### src/rtl/bmp24_pkg.sv
// Shared types, codes and helper functions of the 24-bit BMP stream decoder.
package bmp24_pkg;

  // Most result items caused by one input byte
  localparam int unsigned MAX_RES = 4;
  localparam int unsigned CNT_W   = $clog2(MAX_RES + 1);

  // Result kinds
  typedef enum logic [2:0] {
    KIND_PIXEL     = 3'd0,
    KIND_HEADER    = 3'd1,
    KIND_NOT_BMP   = 3'd2,
    KIND_NOT_24    = 3'd3,
    KIND_TRUNCATED = 3'd4,
    KIND_TOO_LARGE = 3'd5
  } kind_t;

  // Stream phases
  typedef enum logic [3:0] {
    PH_HEADER = 4'b0001,
    PH_PIXELS = 4'b0010,
    PH_PAD    = 4'b0100,
    PH_DONE   = 4'b1000
  } phase_t;

  // Output component settings
  localparam logic [2:0] COMP_GRAY = 3'd1;
  localparam logic [2:0] COMP_RGB  = 3'd3;
  localparam logic [2:0] COMP_RGBA = 3'd4;
  localparam logic [2:0] COMP_RESET = COMP_RGB;

  // Header byte positions
  localparam logic [5:0] POS_MAGIC0      = 6'd0;
  localparam logic [5:0] POS_MAGIC1      = 6'd1;
  localparam logic [5:0] POS_MAGIC_CHECK = 6'd13;
  localparam logic [5:0] POS_WIDTH       = 6'd18;
  localparam logic [5:0] POS_HEIGHT      = 6'd22;
  localparam logic [5:0] POS_BPP         = 6'd28;
  localparam logic [5:0] POS_HDR_LAST    = 6'd53;

  localparam logic [7:0]  CHAR_B     = 8'h42;
  localparam logic [7:0]  CHAR_M     = 8'h4D;
  localparam logic [15:0] BPP_24     = 16'd24;
  localparam logic [7:0]  ALPHA_FULL = 8'hFF;

  // Reciprocal of three for sums up to 765: floor(x/3) = (x*683) >> 11
  localparam logic [9:0] THIRD_RECIP = 10'd683;
  localparam int unsigned THIRD_SHIFT = 11;

  typedef logic [CNT_W-1:0] count_t;

  // One result item
  typedef struct packed {
    kind_t       kind;
    logic [7:0]  pixel;
    logic [12:0] width;
    logic [12:0] height;
    logic        last_of_pixel;
    logic        end_of_image;
  } res_t;

  typedef res_t [MAX_RES-1:0] burst_t;

  // Results of one byte handed to the output buffer
  typedef struct packed {
    logic   valid;
    count_t count;
    burst_t res;
  } load_t;

  function automatic res_t mk_pixel(logic [7:0] value, logic lp, logic eoi);
    res_t r;
    r = '0;
    r.kind          = KIND_PIXEL;
    r.pixel         = value;
    r.last_of_pixel = lp;
    r.end_of_image  = eoi;
    return r;
  endfunction

  function automatic res_t mk_status(kind_t kind, logic [12:0] w, logic [12:0] h,
                                     logic eoi);
    res_t r;
    r = '0;
    r.kind         = kind;
    r.width        = w;
    r.height       = h;
    r.end_of_image = eoi;
    return r;
  endfunction

  // Gray level: sum of the three components divided by three
  function automatic logic [7:0] gray_of(logic [7:0] b, logic [7:0] g, logic [7:0] r);
    logic [9:0]  sum;
    logic [19:0] prod;
    sum  = 10'(b) + 10'(g) + 10'(r);
    prod = 20'(sum) * 20'(THIRD_RECIP);
    return prod[THIRD_SHIFT+7:THIRD_SHIFT];
  endfunction

endpackage

### src/rtl/bmp24_obuf.sv
// Result buffer: holds the results of one byte and drains them one per cycle while out_ready is high.
module bmp24_obuf (
  input  logic              clk,
  input  logic              rst_n,
  input  bmp24_pkg::load_t  load,
  output logic              space,
  output logic              out_valid,
  input  logic              out_ready,
  output bmp24_pkg::res_t   out_res
);
  import bmp24_pkg::*;

  burst_t buf_r, buf_nxt;
  count_t cnt_r, cnt_nxt;
  logic   pop;

  assign pop       = out_valid && out_ready;
  assign out_valid = (cnt_r != '0);
  assign out_res   = buf_r[0];
  // Free once the last held result leaves this cycle
  assign space     = (cnt_r == '0) || ((cnt_r == count_t'(1)) && out_ready);

  // Load a new burst or shift the held one down
  always_comb begin
    buf_nxt = buf_r;
    cnt_nxt = cnt_r;
    if (load.valid) begin
      buf_nxt = load.res;
      cnt_nxt = load.count;
    end else if (pop) begin
      for (int i = 0; i < MAX_RES - 1; i++) begin
        buf_nxt[i] = buf_r[i+1];
      end
      cnt_nxt = cnt_r - count_t'(1);
    end
  end

  always_ff @(posedge clk) begin
    if (!rst_n) begin
      cnt_r <= '0;
    end else begin
      cnt_r <= cnt_nxt;
    end
  end

  always_ff @(posedge clk) begin
    buf_r <= buf_nxt;
  end

endmodule

### src/rtl/bmp24_pixel_stream_decoder.sv
// Top level of the 24-bit BMP stream decoder: header parser and pixel converter.
//
// Feed the BMP file one byte per request on in_; in_tlast marks end of file and
// carries no byte. The block parses the 54 header bytes, reports the image size
// (or an error) as one result, then converts each blue-green-red triple into
// 1, 3 or 4 result bytes as cfg_data selects, skipping row padding. Bytes that
// cause no result pass at one per cycle; a byte that completes a pixel puts up to
// four results in the output buffer, which drains one per cycle while out_tready
// is high, and the next result-bearing byte waits for it. Output bandwidth of one
// result per cycle limits the byte rate for RGBA. The input byte is registered,
// and its results are registered in the output buffer before they appear. Write the
// component register only while the block is idle; cfg_ready is always high.
module bmp24_pixel_stream_decoder #(
  parameter int unsigned MAX_DIMENSION = 4096
) (
  input  logic        clk,
  input  logic        rst_n,
  input  logic        in_tvalid,
  output logic        in_tready,
  input  logic [7:0]  in_tdata,   // [7:0] data_byte
  input  logic        in_tlast,   // end_of_file
  output logic        out_tvalid,
  input  logic        out_tready,
  output logic [39:0] out_tdata,  // [7:0] pixel_byte, [20:8] image_width,
                                  // [33:21] image_height, [39:34] zero
  output logic [3:0]  out_tuser,  // [2:0] kind, [3] last_of_pixel
  output logic        out_tlast,  // end_of_image
  input  logic        cfg_valid,
  output logic        cfg_ready,
  input  logic [2:0]  cfg_data    // output_components
);
  import bmp24_pkg::*;

  localparam int unsigned DIM_W = $clog2(MAX_DIMENSION + 1);

  // Input register
  logic       in_v_r;
  logic [7:0] in_byte_r;
  logic       in_eof_r;

  // Stream state
  phase_t           phase_r, phase_nxt;
  logic [5:0]       pos_r, pos_nxt;
  logic             magic_r, magic_nxt;
  logic [31:0]      width_r, width_nxt;
  logic [31:0]      height_r, height_nxt;
  logic [15:0]      bpp_r, bpp_nxt;
  logic [DIM_W-1:0] col_r, col_nxt;
  logic [DIM_W-1:0] row_r, row_nxt;
  logic [1:0]       bip_r, bip_nxt;
  logic [7:0]       blue_r, blue_nxt;
  logic [7:0]       green_r, green_nxt;
  logic [1:0]       pad_r, pad_nxt;
  logic [2:0]       comps_r;

  // Results of the byte in the input register
  burst_t res;
  count_t nres;
  logic   space;
  logic   fire;
  load_t  load;
  res_t   out_res;

  assign cfg_ready = 1'b1;

  // Take the byte on when the register is empty or its request is done
  assign fire      = in_v_r && ((nres == '0) || space);
  assign in_tready = !in_v_r || fire;

  always_ff @(posedge clk) begin
    if (!rst_n) begin
      in_v_r <= 1'b0;
    end else if (in_tvalid && in_tready) begin
      in_v_r <= 1'b1;
    end else if (fire) begin
      in_v_r <= 1'b0;
    end
  end

  always_ff @(posedge clk) begin
    if (in_tvalid && in_tready) begin
      in_byte_r <= in_tdata;
      in_eof_r  <= in_tlast;
    end
  end

  // Component register
  always_ff @(posedge clk) begin
    if (!rst_n) begin
      comps_r <= COMP_RESET;
    end else if (cfg_valid && cfg_ready) begin
      comps_r <= cfg_data;
    end
  end

  // Decode one byte against the stream state
  always_comb begin
    logic [5:0]       lane;
    logic [DIM_W-1:0] col_inc;
    logic [DIM_W-1:0] row_inc;
    logic             last;
    logic [7:0]       b;

    phase_nxt  = phase_r;
    pos_nxt    = pos_r;
    magic_nxt  = magic_r;
    width_nxt  = width_r;
    height_nxt = height_r;
    bpp_nxt    = bpp_r;
    col_nxt    = col_r;
    row_nxt    = row_r;
    bip_nxt    = bip_r;
    blue_nxt   = blue_r;
    green_nxt  = green_r;
    pad_nxt    = pad_r;
    res        = '0;
    nres       = '0;
    lane       = '0;
    col_inc    = col_r + DIM_W'(1);
    row_inc    = row_r + DIM_W'(1);
    last       = 1'b0;
    b          = in_byte_r;

    if (in_eof_r) begin
      // End of file: report truncation if an image was under way, then clear
      if ((phase_r == PH_PIXELS) || (phase_r == PH_PAD) ||
          ((phase_r == PH_HEADER) && (pos_r != '0))) begin
        res[0] = mk_status(KIND_TRUNCATED, '0, '0, 1'b0);
        nres   = count_t'(1);
      end
      phase_nxt  = PH_HEADER;
      pos_nxt    = '0;
      magic_nxt  = 1'b0;
      width_nxt  = '0;
      height_nxt = '0;
      bpp_nxt    = '0;
      col_nxt    = '0;
      row_nxt    = '0;
      bip_nxt    = '0;
      blue_nxt   = '0;
      green_nxt  = '0;
      pad_nxt    = '0;
    end else begin
      unique case (phase_r)
        PH_HEADER: begin
          pos_nxt = pos_r + 6'd1;
          case (pos_r) inside
            POS_MAGIC0: magic_nxt = (b == CHAR_B);
            POS_MAGIC1: magic_nxt = magic_r && (b == CHAR_M);
            [POS_WIDTH:POS_WIDTH+6'd3]: begin
              lane = pos_r - POS_WIDTH;
              width_nxt[8*lane[1:0] +: 8] = b;
            end
            [POS_HEIGHT:POS_HEIGHT+6'd3]: begin
              lane = pos_r - POS_HEIGHT;
              height_nxt[8*lane[1:0] +: 8] = b;
            end
            [POS_BPP:POS_BPP+6'd1]: begin
              lane = pos_r - POS_BPP;
              bpp_nxt[8*lane[0] +: 8] = b;
            end
            default: ;
          endcase
          // Magic fails after the file header; size and depth checks on the last byte
          if ((pos_r == POS_MAGIC_CHECK) && !magic_r) begin
            phase_nxt = PH_DONE;
            res[0]    = mk_status(KIND_NOT_BMP, '0, '0, 1'b0);
            nres      = count_t'(1);
          end else if (pos_r == POS_HDR_LAST) begin
            phase_nxt = PH_DONE;
            nres      = count_t'(1);
            if (bpp_r != BPP_24) begin
              res[0] = mk_status(KIND_NOT_24, '0, '0, 1'b0);
            end else if ((width_r == '0) || width_r[31] ||
                         (height_r == '0) || height_r[31]) begin
              res[0] = mk_status(KIND_HEADER, '0, '0, 1'b1);
            end else if ((width_r > 32'(MAX_DIMENSION)) ||
                         (height_r > 32'(MAX_DIMENSION))) begin
              res[0] = mk_status(KIND_TOO_LARGE, '0, '0, 1'b0);
            end else begin
              phase_nxt = PH_PIXELS;
              res[0]    = mk_status(KIND_HEADER, width_r[12:0], height_r[12:0], 1'b0);
            end
          end
        end
        PH_PIXELS: begin
          if (bip_r == 2'd0) begin
            blue_nxt = b;
            bip_nxt  = 2'd1;
          end else if (bip_r == 2'd1) begin
            green_nxt = b;
            bip_nxt   = 2'd2;
          end else begin
            // Red completes the pixel: advance column and row
            bip_nxt = 2'd0;
            col_nxt = col_inc;
            if (32'(col_inc) >= width_r) begin
              col_nxt = '0;
              row_nxt = row_inc;
              if (32'(row_inc) >= height_r) begin
                last      = 1'b1;
                phase_nxt = PH_DONE;
              end else begin
                pad_nxt = width_r[1:0];
                if (width_r[1:0] != 2'd0) begin
                  phase_nxt = PH_PAD;
                end
              end
            end
            case (comps_r)
              COMP_GRAY: begin
                res[0] = mk_pixel(gray_of(blue_r, green_r, b), 1'b1, last);
                nres   = count_t'(1);
              end
              COMP_RGB: begin
                res[0] = mk_pixel(b, 1'b0, 1'b0);
                res[1] = mk_pixel(green_r, 1'b0, 1'b0);
                res[2] = mk_pixel(blue_r, 1'b1, last);
                nres   = count_t'(3);
              end
              COMP_RGBA: begin
                res[0] = mk_pixel(b, 1'b0, 1'b0);
                res[1] = mk_pixel(green_r, 1'b0, 1'b0);
                res[2] = mk_pixel(blue_r, 1'b0, 1'b0);
                res[3] = mk_pixel(ALPHA_FULL, 1'b1, last);
                nres   = count_t'(4);
              end
              default: ;
            endcase
          end
        end
        PH_PAD: begin
          // Drop padding bytes up to the four-byte boundary
          if (pad_r != 2'd0) begin
            pad_nxt = pad_r - 2'd1;
          end
          if ((pad_r == 2'd0) || (pad_r == 2'd1)) begin
            phase_nxt = PH_PIXELS;
          end
        end
        PH_DONE: ;
        default: ;
      endcase
    end
  end

  // Update the stream state when a byte is taken
  always_ff @(posedge clk) begin
    if (!rst_n) begin
      phase_r  <= PH_HEADER;
      pos_r    <= '0;
      magic_r  <= 1'b0;
      width_r  <= '0;
      height_r <= '0;
      bpp_r    <= '0;
      col_r    <= '0;
      row_r    <= '0;
      bip_r    <= '0;
      blue_r   <= '0;
      green_r  <= '0;
      pad_r    <= '0;
    end else if (fire) begin
      phase_r  <= phase_nxt;
      pos_r    <= pos_nxt;
      magic_r  <= magic_nxt;
      width_r  <= width_nxt;
      height_r <= height_nxt;
      bpp_r    <= bpp_nxt;
      col_r    <= col_nxt;
      row_r    <= row_nxt;
      bip_r    <= bip_nxt;
      blue_r   <= blue_nxt;
      green_r  <= green_nxt;
      pad_r    <= pad_nxt;
    end
  end

  // Hand results to the output buffer
  always_comb begin
    load.valid = fire && (nres != '0);
    load.count = nres;
    load.res   = res;
  end

  bmp24_obuf u_obuf (
    .clk       (clk),
    .rst_n     (rst_n),
    .load      (load),
    .space     (space),
    .out_valid (out_tvalid),
    .out_ready (out_tready),
    .out_res   (out_res)
  );

  assign out_tdata = {6'd0, out_res.height, out_res.width, out_res.pixel};
  assign out_tuser = {out_res.last_of_pixel, out_res.kind};
  assign out_tlast = out_res.end_of_image;

endmodule
### config.mk
export PLATFORM = sky130hd
export DESIGN_NAME = bmp24_pixel_stream_decoder
export DESIGN_NICKNAME = d
export VERILOG_FILES = /design/src/rtl/bmp24_pkg.sv /design/src/rtl/bmp24_obuf.sv /design/src/rtl/bmp24_pixel_stream_decoder.sv
export SDC_FILE = /design/constraint.sdc
export NUM_CORES = 1
export LEC_CHECK = 0
export BUFFER_PORTS_ARGS = -buffer_cell sky130_fd_sc_hd__buf_2
export CORE_AREA = 2 2 146 148
export CTS_BUF_LIST = sky130_fd_sc_hd__clkbuf_4
export DETAILED_ROUTE_END_ITERATION = 10
export DIE_AREA = 0 0 148 150
export PLACE_DENSITY_LB_ADDON = 0.25
export REMOVE_ABC_BUFFERS = 1
export SYNTH_ARGS = -nofsm -noshare
export SYNTH_HDL_FRONTEND = slang
export SYNTH_SLANG_ARGS = --single-unit
### constraint.sdc
create_clock -name clk -period 8.11 [get_ports clk]
set_input_delay 0 -clock clk [delete_from_list [all_inputs] [get_ports clk]]
set_output_delay 0 -clock clk [all_outputs]
set_load 0.05 [all_outputs]
* Word level (Yosys, flattened, before mapping)
Index checks and enable logic that the tools add are counted.
** Storage, ports and cells
- Bits of input ports :: 17
- Logic and storage cells :: 264
- Output and inout bits :: 48
- Bits in registers :: 309
** Cells by class
- Order comparisons :: 10
- Mux-type cells :: 99
- Reductions and logical operators :: 63
- Multiply operators :: 1
- Bitwise logic cells :: 2
- Equality and inequality tests :: 29
- Shift-type cells :: 6
- $add $sub $neg :: 13
** Operators by type and width (count)
- $mux W32 :: 11
- $mux W117 :: 3
- $mux W39 :: 7
- $mux W78 :: 2
- $pmux W75 S2 :: 1
- $mux W13 :: 10
- $mux W114 :: 1
- $mux W16 :: 7
- $pmux W39 S2 :: 1
- $pmux W36 S2 :: 1
- $neg A5 Y34 :: 2
- $shift A8 B34 Y32 const A :: 2
- $shiftx A8 B34 Y32 :: 2
- $bwmux W32 :: 2
- $ge A13 B32 Y1 :: 2
- $gt A32 B13 Y1 const B :: 2
- $logic_not A32 Y1 :: 2
- $mux W8 :: 7
- $mux W4 :: 12
- $mux W36 :: 1
- $neg A4 Y34 :: 1
- $shift A8 B34 Y16 const A :: 1
- $shiftx A8 B34 Y16 :: 1
- $add A13 B1 Y13 const B :: 2
- other kinds (56) :: 140

* Depth between registers and ports, before layout
- Depth in word-level cells :: 12
- Mapped depth :: 31
- Mapped depth without buffers :: 31

* Modules after synthesis
A second synthesis with hierarchy kept.
** Second synthesis, totals
- Cell total of the unflattened synthesis :: 1569
- Area, all modules :: 17027.6 µm²
** By module, submodules not included
- bmp24_pixel_stream_decoder :: cells an instance 1216, instances 1, seq. area each 3093.0 µm², area each 10373.7 µm²
- bmp24_obuf :: cells an instance 353, instances 1, seq. area each 4744.6 µm², area each 6653.9 µm²

* Worst setup path before layout
No wires, ideal clock.
- Path type :: reg2reg
- Start point :: register in_byte_r[1]
- End point :: register u_obuf.buf_r, in the netlist u_obuf.out_res[35], data pin
- Setup time :: 0.262 ns
- Path buffers :: 0
- Cell stages (with the launch flop) :: 31
- Path slack :: 0.989 ns
- Clock period less this slack :: 7.121 ns
- Data required time :: 7.848 ns
- Arrival time :: 6.859 ns
- Cell sequence :: edfxtp_1 -> inv_1 -> fa_1 -> inv_1 -> ha_1 -> inv_1 -> fa_1 -> nor2b_1 -> o21ai_0 -> a21boi_0 -> o21ai_0 -> nand2b_1 -> xnor2_1 -> inv_1 -> ha_1 -> ha_1 -> inv_1 -> fa_1 -> inv_1 -> fa_1 -> inv_1 -> fa_1 -> inv_1 -> ha_1 -> and4_1 -> a2111o_1 -> a2111o_1 -> and2_1 -> o41a_1 -> xnor2_1 -> o21ai_0
** RTL lines
- from (decl) :: line bmp24_pixel_stream_decoder.sv:38 : logic [7:0] in_byte_r;
- from (signal assigned) :: line bmp24_pixel_stream_decoder.sv:82 : in_byte_r <= in_tdata;
- to (signal assigned) :: line bmp24_obuf.sv:47 : buf_r <= buf_nxt;
- to (decl) :: line bmp24_obuf.sv:13 : burst_t buf_r, buf_nxt;

==> out/results.tsv <==
metric	value	unit
peakVddDrop	0.000167	V
drv_slew	0	
power.leakage	5.68	nW
ys_warn_count	0	
finalNetCount	1603	
grt.total_usage	29.1	%
io_pins	65	
finalCriticalPeriod	7.70	ns
cts_made_buffers	56	
grt_max_degree	84	
hold_viol_final	0	
cp_slowest_cell	fa_1	
drt_iter0_markers	874	
fill_cells	1725	
ys_ff_latch	214	
grt_overflow	0	
cp-end-kind	register	
fin_crit_sh	95.0	%
powerDensity	223	mW/mm^2
wl_per_cell	18.1	um
finalSetupViolCount	0	
cts.path.max_buffers	3	
cts_htree_levels	2	
drive_above_1_share	12.2	%
maxCapViolations	0	
tns	0	ns
worst-path-max-fanout	4	
clock_latency	0.70	ns
cts-root-buf	clkbuf_4	
via_per_inst	5.92	
cp.required	8.51	ns
ant_nets	0	
die-area	0.0222	sq mm
rsz0062_at_grt	no	
cpMostUsedCell	inv_1	
crit_arrival	8.10	ns
dp_hpwl	22100	um
die_y	150	um
synth_edf_count	70	
wl	32100	um
vias	10500	
initial_core_util	62.5	%
clock-sinks	214	
portBuffers	57	
dpl_cell_area	0.0130	sq mm
status	completed	
post-route-cell-area	0.0140	sq mm
synthArstFlopShare	0	%
dr.pass1.iters	5	
slew_headroom	18.2	%
area_delta_synth_final	8.03	%
antenna_found_initial	3	
fp.dieW	148	um
synth_area	0.0129	sq mm
hold_ws	0.0678	ns
final_cell_mix	nand2_1 (174), dfxtp_1 (144), ha_1 (103)	
skew	0.0593	ns
avgSynthCellArea	9.18	sq um
worstMarginPinSlew	1.20	ns
max_stage_delay	0.54	ns
path_clk_slew	0.07	ns
grt_pass1_vias	10100	
synthCells	1408	
seq_area_frac_synth	38.5	%
yosys.cell_types.count	79	
finalPower	0.00311	W
core-area	0.0207	sq mm
crit_type	register to register	
fp-row-count	53	
fmax	130	MHz
drc_errors	0	
cts_tree	done	
ys.flop_type	dfxtp_1	
post_cts_buffers	0	
grt_pass1_wl	51600	um
layout.cells.most_common	nand2_1	
finalWeightedCongestion	0.945	
critPathLaunchType	register	
hold_path.class	input port to register	
-- metal layers --
metal	vias to the layer above	wire, um	GRT usage (%)	share of wire, %
met5	-	0	0	0
met4	0	1030	11.0	3.2
met3	78	2600	5.73	8.1
met2	439	14600	46.8	45
met1	4940	13900	39.2	43
li1	5046	-	-	-
-- through the flow --
| stage | worst slack (ns) | instances | util, % |
|---|---|---|---|
| floorplan | 0.802 | 1299 | - |
| global placement | 0.748 | 1649 | 63.0 |
| detailed placement | 0.453 | 1649 | 63.0 |
| CTS | 0.388 | 1772 | 67.5 |
| global route | 0.0306 | 1774 | 67.5 |
| finish | 0.409 | 1775 | 67.5 |
-- cell usage after synthesis (all sizes together), types with 13 or more instances --
cell type  instances  share of area (%)
ha               103                 10
nor2b             13               0.63
and3              14               0.68
dfxtp            144                 22
fa                29                4.5
a22o              26                1.8
clkbuf            55                1.8
nand3            101                3.9
xnor2             36                2.4
edfxtp            70                 16
nor2              77                2.2
inv              101                2.9
nor3              19               0.77
nor4              47                2.5
buf               58                3.5
xor2              22                1.5
mux2i             42                3.3
nand2            174                5.1
o21ai             70                2.7
a21oi             51                2.0
nand4             26                1.3
-- power by group --
group / internal, W / switching (W) / leakage [nW]
Clock: 0.000475 / 0.000456 / 0.424
Combinational: 0.000256 / 0.000628 / 3.43
Sequential: 0.00126 / 0.0000348 / 1.83
Total: 0.00199 / 0.00112 / 5.68
-- final timing paths --
check | startpoint | to | slack (ns) | cells after the start
worst max-delay path | in_byte_r[1]$_DFFE_PP_ | u_obuf.out_res[35]$_DFFE_PP_ | 0.41 | 30
worst min-delay path | in_tdata[5] | in_byte_r[5]$_DFFE_PP_ | 0.07 | 2
worst max register to register | in_byte_r[1]$_DFFE_PP_ | u_obuf.out_res[35]$_DFFE_PP_ | 0.41 | 30
worst min register to register | height_r[21]$_SDFFE_PN0P_ | height_r[21]$_SDFFE_PN0P_ | 0.46 | 2
-- worst max-delay path: cells and delay by family, from the launching register on --
family / cells / cell delay (ns)
flip-flops: 1 / 0.34
AND/OR/NAND/NOR: 4 / 0.55
adder cells (fa/ha/maj): 9 / 3.47
AO/OA/AOI/OAI: 7 / 1.93
XOR/XNOR: 2 / 0.56
buffers and inverters: 8 / 0.56
-- cell type report --
type	count	area [sq um]	share of cell area, %
repair buffers	97	643	4.60
well taps	275	344	2.46
multi-input cells	983	6900	49.4
diodes	3	7.51	0.0537
inverters	102	383	2.74
clock inverters	24	128	0.913
flip-flops and latches	214	4980	35.7
clock buffers	77	578	4.14
-- kinds of logic after synthesis --
kind of cell | synth area share [%]
other | 0.0581
AOI/OAI and AO/OA | 11.6
adders and majority gates | 14.5
DFF | 38.5
xor gates and xnor gates | 3.93
muxes | 3.25
and+or+nand+nor | 19.9
buffers and inverters | 8.24
-- state kept, by name (all words and copies together), names as in the netlist --
name	flops
col_r	13
width_r	32
bpp_r	16
in_byte_r	8
height_r	32
in_eof_r	1
row_r	13
phase_r	4
in_v_r	1
u_obuf.out_res	39
magic_r	1
green_r	8
comps_r	3
pos_r	6
bip_r	2
u_obuf.buf_r	22
blue_r	8
u_obuf.cnt_r	3
pad_r	2
-- repair_timing --
action	4_1_cts	5_1_grt
hold endpoints to repair	69	0
hold buffers	22	0
setup endpoints to repair	0	1
resized for setup	0	1
Power figures use the tool's default switching activity.
